--- src/sv/shuffled_lcg_range_draw_assert.svh ---
// assertion macros shared by the shuffled lcg range draw rtl
`ifndef SHUFFLED_LCG_RANGE_DRAW_ASSERT_SVH
`define SHUFFLED_LCG_RANGE_DRAW_ASSERT_SVH

`ifndef SYNTHESIS
// same-cycle implication check
`define SLRD_ASSERT_IMP(label, clk, rst_n, pre, post) \
    label: assert property (@(posedge clk) disable iff (!rst_n) (pre) |-> (post)) \
        else $error("shuffled_lcg_range_draw: check failed");
// next-cycle implication check
`define SLRD_ASSERT_NXT(label, clk, rst_n, pre, post) \
    label: assert property (@(posedge clk) disable iff (!rst_n) (pre) |=> (post)) \
        else $error("shuffled_lcg_range_draw: check failed");
`else
`define SLRD_ASSERT_IMP(label, clk, rst_n, pre, post)
`define SLRD_ASSERT_NXT(label, clk, rst_n, pre, post)
`endif

`endif

--- src/sv/slrd_pkg.sv ---
// constants and types shared by the shuffled lcg range draw modules
`default_nettype none
package slrd_pkg;

    // data widths
    localparam int DATA_W = 31;
    localparam int SEED_W = 32;
    localparam int REM_W  = 17;
    localparam int QUO_W  = 15;
    localparam int CNT_W  = 5;

    // minimal standard generator constants (schrage form)
    localparam logic [14:0] LCG_MUL = 15'd16807;
    localparam logic [16:0] LCG_Q   = 17'd127773;
    localparam logic [11:0] LCG_R   = 12'd2836;
    localparam logic [30:0] LCG_MOD = 31'h7FFF_FFFF;

    // result of one generator step
    typedef struct packed {
        logic               done;
        logic signed [32:0] s;
    } t_step_out;

endpackage
`default_nettype wire

--- src/sv/slrd_step.sv ---
// bit-serial schrage step of the minimal standard generator
`default_nettype none
module slrd_step (
    input  wire logic                        i_clk,
    input  wire logic                        i_rst_n,
    input  wire logic                        i_start,
    input  wire logic [slrd_pkg::DATA_W-1:0] i_x,
    output slrd_pkg::t_step_out              o_rsp
);
    import slrd_pkg::*;

    typedef enum logic [1:0] {P_IDLE, P_SHIFT, P_MUL} t_phase;

    t_phase             r_phase;
    logic [DATA_W-1:0]  r_sh;
    logic [REM_W-1:0]   r_rem;
    logic [QUO_W-1:0]   r_quo;
    logic [CNT_W-1:0]   r_cnt;
    logic               r_done;
    logic signed [32:0] r_s;

    logic [REM_W:0]     n_t;
    logic               n_ge;
    logic [REM_W-1:0]   n_rem;
    logic [31:0]        n_p1;
    logic [31:0]        n_p2;

    // one quotient bit of x div q per cycle, msb first
    always_comb begin
        n_t   = {r_rem, r_sh[DATA_W-1]};
        n_ge  = (n_t >= {1'b0, LCG_Q});
        n_rem = n_ge ? REM_W'(n_t - {1'b0, LCG_Q}) : n_t[REM_W-1:0];
    end

    // mul*(x mod q) and r*(x div q)
    assign n_p1 = 32'(r_rem) * 32'(LCG_MUL);
    assign n_p2 = 32'(r_quo) * 32'(LCG_R);

    // sequencer
    always_ff @(posedge i_clk) begin
        if (!i_rst_n) begin
            r_phase <= P_IDLE;
            r_done  <= 1'b0;
            r_sh    <= '0;
            r_rem   <= '0;
            r_quo   <= '0;
            r_cnt   <= '0;
            r_s     <= '0;
        end else if (i_start) begin
            r_phase <= P_SHIFT;
            r_done  <= 1'b0;
            r_sh    <= i_x;
            r_rem   <= '0;
            r_quo   <= '0;
            r_cnt   <= '0;
        end else begin
            unique case (r_phase)
                P_IDLE: begin
                    r_done <= 1'b0;
                end
                P_SHIFT: begin
                    r_sh  <= {r_sh[DATA_W-2:0], 1'b0};
                    r_rem <= n_rem;
                    r_quo <= {r_quo[QUO_W-2:0], n_ge};
                    r_cnt <= r_cnt + 1'b1;
                    if (r_cnt == CNT_W'(DATA_W - 1)) begin
                        r_phase <= P_MUL;
                    end
                end
                P_MUL: begin
                    r_s     <= $signed({1'b0, n_p1}) - $signed({1'b0, n_p2});
                    r_done  <= 1'b1;
                    r_phase <= P_IDLE;
                end
                default: begin
                    r_phase <= P_IDLE;
                end
            endcase
        end
    end

    assign o_rsp.done = r_done;
    assign o_rsp.s    = r_s;

endmodule
`default_nettype wire

--- src/sv/slrd_mod.sv ---
// bit-serial remainder by the span, with the shuffle slot residue alongside
`default_nettype none
module slrd_mod #(
    parameter int SHUFFLE_ENTRIES = 32
) (
    input  wire logic                                i_clk,
    input  wire logic                                i_rst_n,
    input  wire logic                                i_start,
    input  wire logic [slrd_pkg::DATA_W-1:0]         i_value,
    input  wire logic [slrd_pkg::DATA_W:0]           i_span,
    output logic                                     o_done,
    output logic [slrd_pkg::DATA_W:0]                o_rem,
    output logic [$clog2(SHUFFLE_ENTRIES)-1:0]       o_res
);
    import slrd_pkg::*;

    localparam int          SLOT_W = $clog2(SHUFFLE_ENTRIES);
    localparam logic [SLOT_W:0] ENT_C = (SLOT_W + 1)'(SHUFFLE_ENTRIES);

    logic                r_run;
    logic                r_done;
    logic [DATA_W-1:0]   r_sh;
    logic [DATA_W:0]     r_span;
    logic [DATA_W:0]     r_rem;
    logic [SLOT_W-1:0]   r_res;
    logic [CNT_W-1:0]    r_cnt;

    logic                n_bit;
    logic [DATA_W+1:0]   n_t;
    logic                n_ge;
    logic [SLOT_W:0]     n_u;
    logic                n_uge;

    // restoring step for the span remainder and the slot residue
    always_comb begin
        n_bit = r_sh[DATA_W-1];
        n_t   = {r_rem, n_bit};
        n_ge  = (n_t >= {1'b0, r_span});
        n_u   = {r_res, n_bit};
        n_uge = (n_u >= ENT_C);
    end

    // shift loop
    always_ff @(posedge i_clk) begin
        if (!i_rst_n) begin
            r_run  <= 1'b0;
            r_done <= 1'b0;
            r_sh   <= '0;
            r_span <= '0;
            r_rem  <= '0;
            r_res  <= '0;
            r_cnt  <= '0;
        end else if (i_start) begin
            r_run  <= 1'b1;
            r_done <= 1'b0;
            r_sh   <= i_value;
            r_span <= i_span;
            r_rem  <= '0;
            r_res  <= '0;
            r_cnt  <= '0;
        end else if (r_run) begin
            r_sh   <= {r_sh[DATA_W-2:0], 1'b0};
            r_rem  <= n_ge ? (DATA_W + 1)'(n_t - {1'b0, r_span}) : n_t[DATA_W:0];
            r_res  <= n_uge ? SLOT_W'(n_u - ENT_C) : n_u[SLOT_W-1:0];
            r_cnt  <= r_cnt + 1'b1;
            if (r_cnt == CNT_W'(DATA_W - 1)) begin
                r_run  <= 1'b0;
                r_done <= 1'b1;
            end
        end else begin
            r_done <= 1'b0;
        end
    end

    assign o_done = r_done;
    assign o_rem  = r_rem;
    assign o_res  = r_res;

endmodule
`default_nettype wire

--- src/sv/shuffled_lcg_range_draw.sv ---
// Park-Miller generator with Bays-Durham shuffle table, drawing a number in a range
// Draw: the bit-serial x div q and value mod span loops run side by side;
//   a new draw can be accepted in the cycle the result shows on o_strobe.
// Reseed: runs WARMUP_STEPS generator steps back to back, then strobes.
// The receiver cannot stall: each result shows for exactly one cycle on o_strobe.
// Synchronous active-low reset clears the generator, slot and the table (valid bits).
`default_nettype none
`include "shuffled_lcg_range_draw_assert.svh"
module shuffled_lcg_range_draw #(
    parameter int SHUFFLE_ENTRIES = 32,
    parameter int WARMUP_STEPS    = 40
) (
    input  wire logic                               i_clk,
    input  wire logic                               i_rst_n,
    input  wire logic                               start,
    output logic                                    busy,
    input  wire logic                               i_mode,
    input  wire logic signed [slrd_pkg::SEED_W-1:0] i_seed_value,
    input  wire logic signed [slrd_pkg::DATA_W-1:0] i_range_low,
    input  wire logic signed [slrd_pkg::DATA_W-1:0] i_range_high,
    output logic                                    o_strobe,
    output logic signed [slrd_pkg::DATA_W-1:0]      o_number,
    output logic                                    o_out_of_range
);
    import slrd_pkg::*;

    localparam int SLOT_W = $clog2(SHUFFLE_ENTRIES);
    localparam int WCNT_W = $clog2(WARMUP_STEPS + 1);

    typedef enum logic [1:0] {S_IDLE, S_LOAD, S_RUN, S_CHK} t_state;

    // control and state
    t_state                     r_state;
    logic                       r_mode;
    logic [DATA_W-1:0]          r_gen;
    logic [SLOT_W-1:0]          r_slot;
    logic [WCNT_W-1:0]          r_cnt;
    logic [SHUFFLE_ENTRIES-1:0] r_valid;
    logic                       r_strobe;
    logic [DATA_W-1:0]          r_num;
    logic                       r_oor;

    // payload
    logic signed [DATA_W-1:0]   r_mn;
    logic signed [DATA_W-1:0]   r_mx;
    logic signed [DATA_W:0]     r_base;
    logic [DATA_W:0]            r_span;
    logic signed [DATA_W:0]     r_sum;
    logic [DATA_W-1:0]          r_rd;
    logic [DATA_W-1:0]          r_tab [SHUFFLE_ENTRIES];

    logic                       w_accept;
    logic [SLOT_W-1:0]          w_ra;
    logic                       w_le;
    logic signed [DATA_W:0]     w_lo;
    logic signed [DATA_W:0]     w_hi;
    logic [DATA_W-1:0]          w_seed;
    logic [DATA_W-1:0]          w_nx;
    logic signed [32:0]         w_fix;
    logic                       w_step_start;
    logic [DATA_W-1:0]          w_step_x;
    logic                       w_last;
    logic                       w_we;
    logic [SLOT_W-1:0]          w_wa;
    logic                       w_oor;
    t_step_out                  w_step;
    logic                       w_mod_done;
    logic [DATA_W:0]            w_mod_rem;
    logic [SLOT_W-1:0]          w_mod_res;

    assign w_accept = start && !busy;
    assign busy     = (r_state != S_IDLE);

    // bounds at full width for base and span, and the seed clamped to at least one
    always_comb begin
        w_lo = {i_range_low[DATA_W-1], i_range_low};
        w_hi = {i_range_high[DATA_W-1], i_range_high};
        w_le = (i_range_low <= i_range_high);
        w_seed = (i_seed_value < 32'sd1) ? DATA_W'(1) : i_seed_value[DATA_W-1:0];
    end

    // step fix-up: draws wrap by the modulus, reseed drops the sign bit
    always_comb begin
        w_fix = w_step.s + $signed({2'b00, LCG_MOD});
        if (!r_mode && w_step.s[32]) begin
            w_nx = w_fix[DATA_W-1:0];
        end else begin
            w_nx = w_step.s[DATA_W-1:0];
        end
    end

    // step unit control
    always_comb begin
        w_last       = (r_cnt == WCNT_W'(1));
        w_step_start = w_accept ||
                       ((r_state == S_RUN) && r_mode && w_step.done && !w_last);
        if (w_accept) begin
            w_step_x = i_mode ? w_seed : r_gen;
        end else begin
            w_step_x = w_nx;
        end
    end

    // table write port
    always_comb begin
        w_we = 1'b0;
        w_wa = r_slot;
        if ((r_state == S_RUN) && w_step.done) begin
            if (r_mode) begin
                w_wa = SLOT_W'(r_cnt);
                w_we = (int'(r_cnt) < SHUFFLE_ENTRIES);
            end else begin
                w_we = 1'b1;
            end
        end
    end

    assign w_ra  = i_mode ? '0 : r_slot;
    assign w_oor = (r_sum < $signed({r_mn[DATA_W-1], r_mn})) ||
                   (r_sum > $signed({r_mx[DATA_W-1], r_mx}));

    // shuffle table memory
    always_ff @(posedge i_clk) begin
        if (w_we) begin
            r_tab[w_wa] <= w_nx;
        end
        if (w_accept) begin
            r_rd <= r_valid[w_ra] ? r_tab[w_ra] : '0;
        end
    end

    // bound registers
    always_ff @(posedge i_clk) begin
        if (w_accept) begin
            r_mn   <= i_range_low;
            r_mx   <= i_range_high;
            r_base <= w_le ? w_lo : w_hi;
            r_span <= (w_le ? (DATA_W + 1)'(w_hi - w_lo) : (DATA_W + 1)'(w_lo - w_hi)) + 1'b1;
        end
    end

    // sequencer with registered results
    always_ff @(posedge i_clk) begin
        if (!i_rst_n) begin
            r_state  <= S_IDLE;
            r_mode   <= 1'b0;
            r_gen    <= '0;
            r_slot   <= '0;
            r_cnt    <= '0;
            r_valid  <= '0;
            r_strobe <= 1'b0;
            r_num    <= '0;
            r_oor    <= 1'b0;
            r_sum    <= '0;
        end else begin
            r_strobe <= 1'b0;
            if (w_we) begin
                r_valid[w_wa] <= 1'b1;
            end
            unique case (r_state)
                S_IDLE: begin
                    if (w_accept) begin
                        r_mode  <= i_mode;
                        r_cnt   <= WCNT_W'(WARMUP_STEPS);
                        r_state <= S_LOAD;
                    end
                end
                S_LOAD: begin
                    r_state <= S_RUN;
                end
                S_RUN: begin
                    if (w_mod_done) begin
                        r_slot <= w_mod_res;
                    end
                    if (r_mode) begin
                        if (w_step.done) begin
                            r_gen <= w_nx;
                            r_cnt <= r_cnt - 1'b1;
                            if (w_last) begin
                                r_strobe <= 1'b1;
                                r_num    <= '0;
                                r_oor    <= 1'b0;
                                r_state  <= S_IDLE;
                            end
                        end
                    end else if (w_step.done) begin
                        r_gen   <= w_nx;
                        r_sum   <= r_base + $signed(w_mod_rem);
                        r_state <= S_CHK;
                    end
                end
                S_CHK: begin
                    r_strobe <= 1'b1;
                    r_oor    <= w_oor;
                    r_num    <= w_oor ? r_mn : r_sum[DATA_W-1:0];
                    r_state  <= S_IDLE;
                end
                default: begin
                    r_state <= S_IDLE;
                end
            endcase
        end
    end

    // generator step unit
    slrd_step u_step (
        .i_clk   (i_clk),
        .i_rst_n (i_rst_n),
        .i_start (w_step_start),
        .i_x     (w_step_x),
        .o_rsp   (w_step)
    );

    // span remainder and slot residue unit
    slrd_mod #(
        .SHUFFLE_ENTRIES (SHUFFLE_ENTRIES)
    ) u_mod (
        .i_clk   (i_clk),
        .i_rst_n (i_rst_n),
        .i_start (r_state == S_LOAD),
        .i_value (r_rd),
        .i_span  (r_span),
        .o_done  (w_mod_done),
        .o_rem   (w_mod_rem),
        .o_res   (w_mod_res)
    );

    assign o_strobe       = r_strobe;
    assign o_number       = r_num;
    assign o_out_of_range = r_oor;

    // checks
    `SLRD_ASSERT_NXT(a_accept_busy, i_clk, i_rst_n, w_accept, busy)
    `SLRD_ASSERT_IMP(a_units_aligned, i_clk, i_rst_n, w_mod_done, w_step.done)
    `SLRD_ASSERT_IMP(a_strobe_idle, i_clk, i_rst_n, o_strobe, !busy)
    `SLRD_ASSERT_IMP(a_reseed_zero, i_clk, i_rst_n, o_strobe && r_mode, (o_number == '0) && !o_out_of_range)
    `SLRD_ASSERT_IMP(a_oor_low, i_clk, i_rst_n, o_strobe && o_out_of_range, o_number == r_mn)

endmodule
`default_nettype wire
--- config.mk ---
export PLATFORM = sky130hd
export DESIGN_NAME = shuffled_lcg_range_draw
export DESIGN_NICKNAME = d
export VERILOG_FILES = /design/src/sv/slrd_pkg.sv /design/src/sv/slrd_step.sv /design/src/sv/slrd_mod.sv /design/src/sv/shuffled_lcg_range_draw.sv
export VERILOG_INCLUDE_DIRS = /design/src /design/src/sv
export SDC_FILE = /design/constraint.sdc
export NUM_CORES = 2
export LEC_CHECK = 0
export ABC_AREA = 1
export BUFFER_PORTS_ARGS = -buffer_cell sky130_fd_sc_hd__buf_4
export CAP_MARGIN = 20
export CORE_UTILIZATION = 50
export DETAILED_ROUTE_END_ITERATION = 8
export HOLD_SLACK_MARGIN = 0.03
export PLACE_DENSITY = 0.62
export SYNTH_ARGS = -nofsm -noshare
export SYNTH_HDL_FRONTEND = slang
export SYNTH_HIERARCHICAL = 1
export SYNTH_SLANG_ARGS = --single-unit
export TNS_END_PERCENT = 100
--- constraint.sdc ---
create_clock -name i_clk -period 9.73 [get_ports i_clk]
set_input_delay 0.973 -clock i_clk [delete_from_list [all_inputs] [get_ports i_clk]]
set_output_delay 0.973 -clock i_clk [all_outputs]
set_load 0.02 [all_outputs]
======== Word-level counts from Yosys, hierarchy flattened ========
Memories as Yosys holds them, arrays and structs flattened. A register that Yosys moved wholly into a read port is not among the register bits.
Index checks and enable logic that the tools add are counted.
storage, ports and cells
  register bits ........................... 479
  RAM bits ................................ 992
  output and inout bits ................... 34
  logic and storage cells ................. 165
  memories ................................ 1
memories
  name   depth  bits a word  rd ports  clocked after memory_dff  wr ports  RTL line                       text
  r_tab  32     31           1         1                         1         shuffled_lcg_range_draw.sv:50  logic [DATA_W-1:0] r_tab [SHUFFLE_ENTRIES];
operators by class
  $add $sub $neg .......................... 12
  multipliers ............................. 2
  magnitude comparators ................... 11
  eq/ne operators ......................... 16
  mux-type cells .......................... 54
  bitwise logic cells ..................... 6
  reductions and logical operators ........ 34
operator list
  kind                                                                      number
  31-bit two-way mux                                                        12
  32-bit two-way mux                                                        3
  31-bit by 31-bit subtractor with 32-bit output                            2
  31-bit case mux with 2 select lines                                       1
  33-bit by 32-bit >= comparator with 1-bit output                          1
  32-bit by 27-bit subtractor with 33-bit output                            1
  32-bit by 1-bit adder with 32-bit output (second input constant)          1
  32-bit adder                                                              1
  32-bit by 31-bit greater-than comparator with 1-bit output                1
  32-bit by 2-bit < comparator with 1-bit output (second input constant)    1
  32-bit by 31-bit < comparator with 1-bit output                           1
  17-bit by 15-bit multiplier with 32-bit output (second input constant)    1
  32-bit OR                                                                 1
  32-bit subtractor                                                         1
  31-bit by 1-bit adder with 31-bit output (second input constant)          1
  31-bit <= comparator                                                      1
  15-bit by 10-bit multiplier with 25-bit output (second input constant)    1
  5-bit two-way mux                                                         4
  18-bit by 17-bit >= comparator with 1-bit output (second input constant)  1
  6-bit two-way mux                                                         3
  17-bit two-way mux                                                        1
  17-bit subtractor (second input constant)                                 1
  1-bit two-way mux                                                         16
  5-bit by 6-bit < comparator with 1-bit output (second input constant)     2
  other kinds (32)                                                          76

======== Longest topological paths before layout ========
  depth in word-level cells ............... 8
  gate-level depth with buffers ........... 39
  mapped depth without buffers ............ 39

======== Cells and area by module ========
The synthesis kept the hierarchy.
modules (own cells, without submodules)
  module                   times used  cells each  area each (sq um)
  shuffled_lcg_range_draw  1           5934        61061.1
  slrd_step                1           1804        13485.4
  slrd_mod                 1           1115        7213.2

======== Worst setup path before layout ========
Ideal clock, no wire load.
  path kind ............................... register to register
  from .................................... reg u_step.r_quo[1]
  to ...................................... reg u_step.r_s[18]
  library setup time ...................... 0.109 ns
  arrival ................................. 6.973 ns
  required time ........................... 9.621 ns
  slack ................................... 2.649 ns
  stages on the path, launching flop included .. 34
  cells stage by stage .................... dfxtp_1 > ha_1 > fa_1 > fa_1 > ha_1 > inv_1 > fa_1 > inv_1 > ha_1 > a21oi_1 > o21ai_0 > a21o_1 > a21oi_1 > xor2_1 > ha_1 > ha_1 > inv_1 > fa_1 > fa_1 > fa_1 > inv_1 > fa_1 > ha_1 > nand2_1 > inv_1 > nand2_1 > nand2_1 > o21bai_1 > nor2_1 > nor2_1 > nor2_1 > nand2_1 > nand2_1 > inv_1
between the ends
  longest elaborated chain between the ends .. 2
ends and longest elaborated chain
  item                                            RTL line         text
  start, declared                                 slrd_step.sv:17  logic [QUO_W-1:0] r_quo;
  start signal, assigned                          slrd_step.sv:64  r_quo <= {r_quo[QUO_W-2:0], n_ge};
  15-bit by 10-bit multiplier with 25-bit output  slrd_step.sv:37  assign n_p2 = 32'(r_quo) * 32'(LCG_R);
  32-bit by 27-bit subtractor with 33-bit output  slrd_step.sv:71  r_s <= $signed({1'b0, n_p1}) - $signed({1'b0, n_p2});
  end signal, assigned                            slrd_step.sv:71
  end, declared                                   slrd_step.sv:20  logic signed [32:0] r_s;
No other way between the ends.
A chain may end at the register's enable or synchronous reset.

======== Worst setup path in the final report ========
  from .................................... reg u_step.r_quo[1]
  to ...................................... reg u_step.r_s[26]
The elaborated chain is that of the path after synthesis.

==> impl_metrics.csv <==
group,metric,value,unit
timing,slew_headroom,24.2,%
clock_tree,clk_pin_slew,0.06,ns
timing,setup_slack,1.68,ns
clock_tree,postCtsSetupBuffers,0,
place,numPortBuffers,131,
job,drv_cap,0,
grt,grtUsageTotal,31.5,%
detailed_routing,routed_wl,261,mm
run_status,outcome,"completed",
worst_setup_path,endpoint_kind,"register",
grt,grt_pass1_wl,387,mm
detailed_routing,drc,0,
pwr,power.density,302,nW/um^2
synth,syn-mean-instance-area,9.25,sq um
worst_setup_path,slowest_stage,"fa_1",
clock_tree,cts_buffer_depth,3,
worst_setup_path,crit_path_start_kind,"register",
timing,rsz0062_at_grt,"false",
grt,use_met2,49.3,%
pwr,p_leak,34.9,nW
clock_tree,clk_latency,0.84,ns
place,preCtsSetupSlack,1.73,ns
worst_setup_path,required,10.41,ns
finish,final_cell_mix,"nand2_1 (1,505), inv_1 (1,169), edfxtp_1 (1,148), nor2_1 (1,088), o21ai_0 (529)",
die,io_pins,132,
detailed_routing,wl_per_cell,23.4,um
clock_tree,cts_sinks,1500,
clock_tree,ctsHoldBuffers,0,
die,row_count,147,
finish,fillers,14500,
grt,globalRouteOverflowTotal,0,
place,place_area,85000,sq um
timing,drv_slew,0,
worst_setup_path,worstPathArrival,8.73,ns
timing,setup_tns,0,ns
die,die_w,406,um
detailed_routing,initialDrtViolationCount,6904,
synth,syn-cell-area,81600,sq um
clock_tree,cts_buffers,161,
finish,drive_gt1_share,7.89,%
finish,fin_area,90200,sq um
synth,synth_cells,8831,
finish,finalNetCount,9508,
worst_setup_path,r2r_slack,1.68,ns
finish,n_antenna_cell,0,
grt,grt_max_degree,196,
grt,use_met1,44.3,%
timing,finClkSkew,0.0589,ns
clock_tree,htreeDepth,4,
place,dp_cells,10800,
synth,synth-warning-count,6,
pwr,power,0.0273,W
detailed_routing,route.vias.total,64000,
timing,fmax,124,MHz
worst_setup_path,cp_max_fo,6,
grt,busiest_layer,"met2",
worst_setup_path,cp_common_cell,"fa_1",
detailed_routing,ant_nets,0,
grt,met3_usage,4.81,%
worst_setup_path,critPathMaxStageDelay,0.51,ns
worst_setup_path,crit_type,"reg -> reg",
finish,area_growth,10.5,%
clock_tree,ctsResizeCount,0,
timing,hold_viol_final,0,
synth,synth.net_count,9498,
grt,antenna_found_initial,3,
timing,finalSetupViolCount,0,
clock_tree,cts_tree,"done",
worst_hold_path,hp-class,"in -> reg",
timing,max_slew.worst_pin.slew,1.13,ns
clock_tree,cts_root_buffer,"clkbuf_16",
die,start_util,50.6,%
detailed_routing,viasPerCell,5.75,
detailed_routing,drtPass1Iterations,6,
die,fp.dieH,406,um
pwr,irDropWorstVdd,0.000640,V
timing,post-route-period-util,82.7,%
place,hpwl,178,mm
finish,finalNonFillerCells,11100,
finish,layout_commonest_cell,"nand2_1",
die,core,161000,sq um
grt,grt_pass1_vias,60400,
timing,fin_crit,8.05,ns
place,place.gp.congestion,1.03,
die,die_area,165000,sq um
## critical path, delay by kind of cell (launching register included)
family | cells | cell delay [ns]
AO/OA/AOI/OAI | 4 | 0.97
XOR/XNOR | 1 | 0.16
AND/OR/NAND/NOR | 7 | 0.90
buffers and inverters | 6 | 0.29
flip-flops | 1 | 0.45
adder cells (fa/ha/maj) | 13 | 5.15
## flip-flops by register name, indices dropped and copies added (netlist names), 31 cells and up
name	cells
r_rd	31
r_span	32
u_step/r_s	32
r_mn	31
r_base	31
r_valid	32
u_mod/r_span	32
u_step/r_sh	31
u_mod/r_sh	31
o_number	31
r_mx	31
r_tab	992
r_sum	32
u_mod/o_rem	32
r_gen	31
## final cells by class
| type | instances | area, sq um | share of cell area, % |
|---|---|---|---|
| Inverter | 1198 | 4510 | 5.00 |
| Clock inverter | 74 | 736 | 0.815 |
| Clock buffer | 227 | 4460 | 4.94 |
| Timing Repair Buffer | 241 | 1930 | 2.14 |
| Sequential cell | 1500 | 41500 | 46.0 |
| Tap cell | 2160 | 2700 | 2.99 |
| Multi-Input combinational cell | 5739 | 34400 | 38.1 |
## stage by stage
| stage | hold slack, ns | util (%) |
|---|---|---|
| after floorplan | 0.422 | - |
| after global placement | 0.437 | 52.7 |
| after detailed placement | 0.438 | 52.7 |
| after CTS | 0.321 | 55.9 |
| after global routing | 0.353 | 55.9 |
| final | 0.398 | 55.9 |
## metal layers
metal | vias up | part of all wire, %
li1 | 30100 | -
met1 | 31100 | 44
met2 | 2467 | 45
met3 | 445 | 7.6
met4 | 0 | 3.7
met5 | - | 0
## where the power goes
group,total [W],internal (W),switching (W)
registers,0.00771,0.00733,0.000378
logic,0.0136,0.00433,0.00923
clock network,0.00602,0.00335,0.00267
## worst paths after layout
check | cells after the start | endpoint | start
min reg2reg | 2 | r_valid[3]$_SDFFE_PN0P_ | r_valid[3]$_SDFFE_PN0P_
max | 31 | u_step/r_s[26]$_SDFFE_PN0P_ | u_step/r_quo[1]$_SDFFE_PP0P_
min | 1 | r_mx[17]$_DFFE_PP_ | i_range_high[17]
max reg2reg | 31 | u_step/r_s[26]$_SDFFE_PN0P_ | u_step/r_quo[1]$_SDFFE_PP0P_
(Power assumes the default switching activity.)
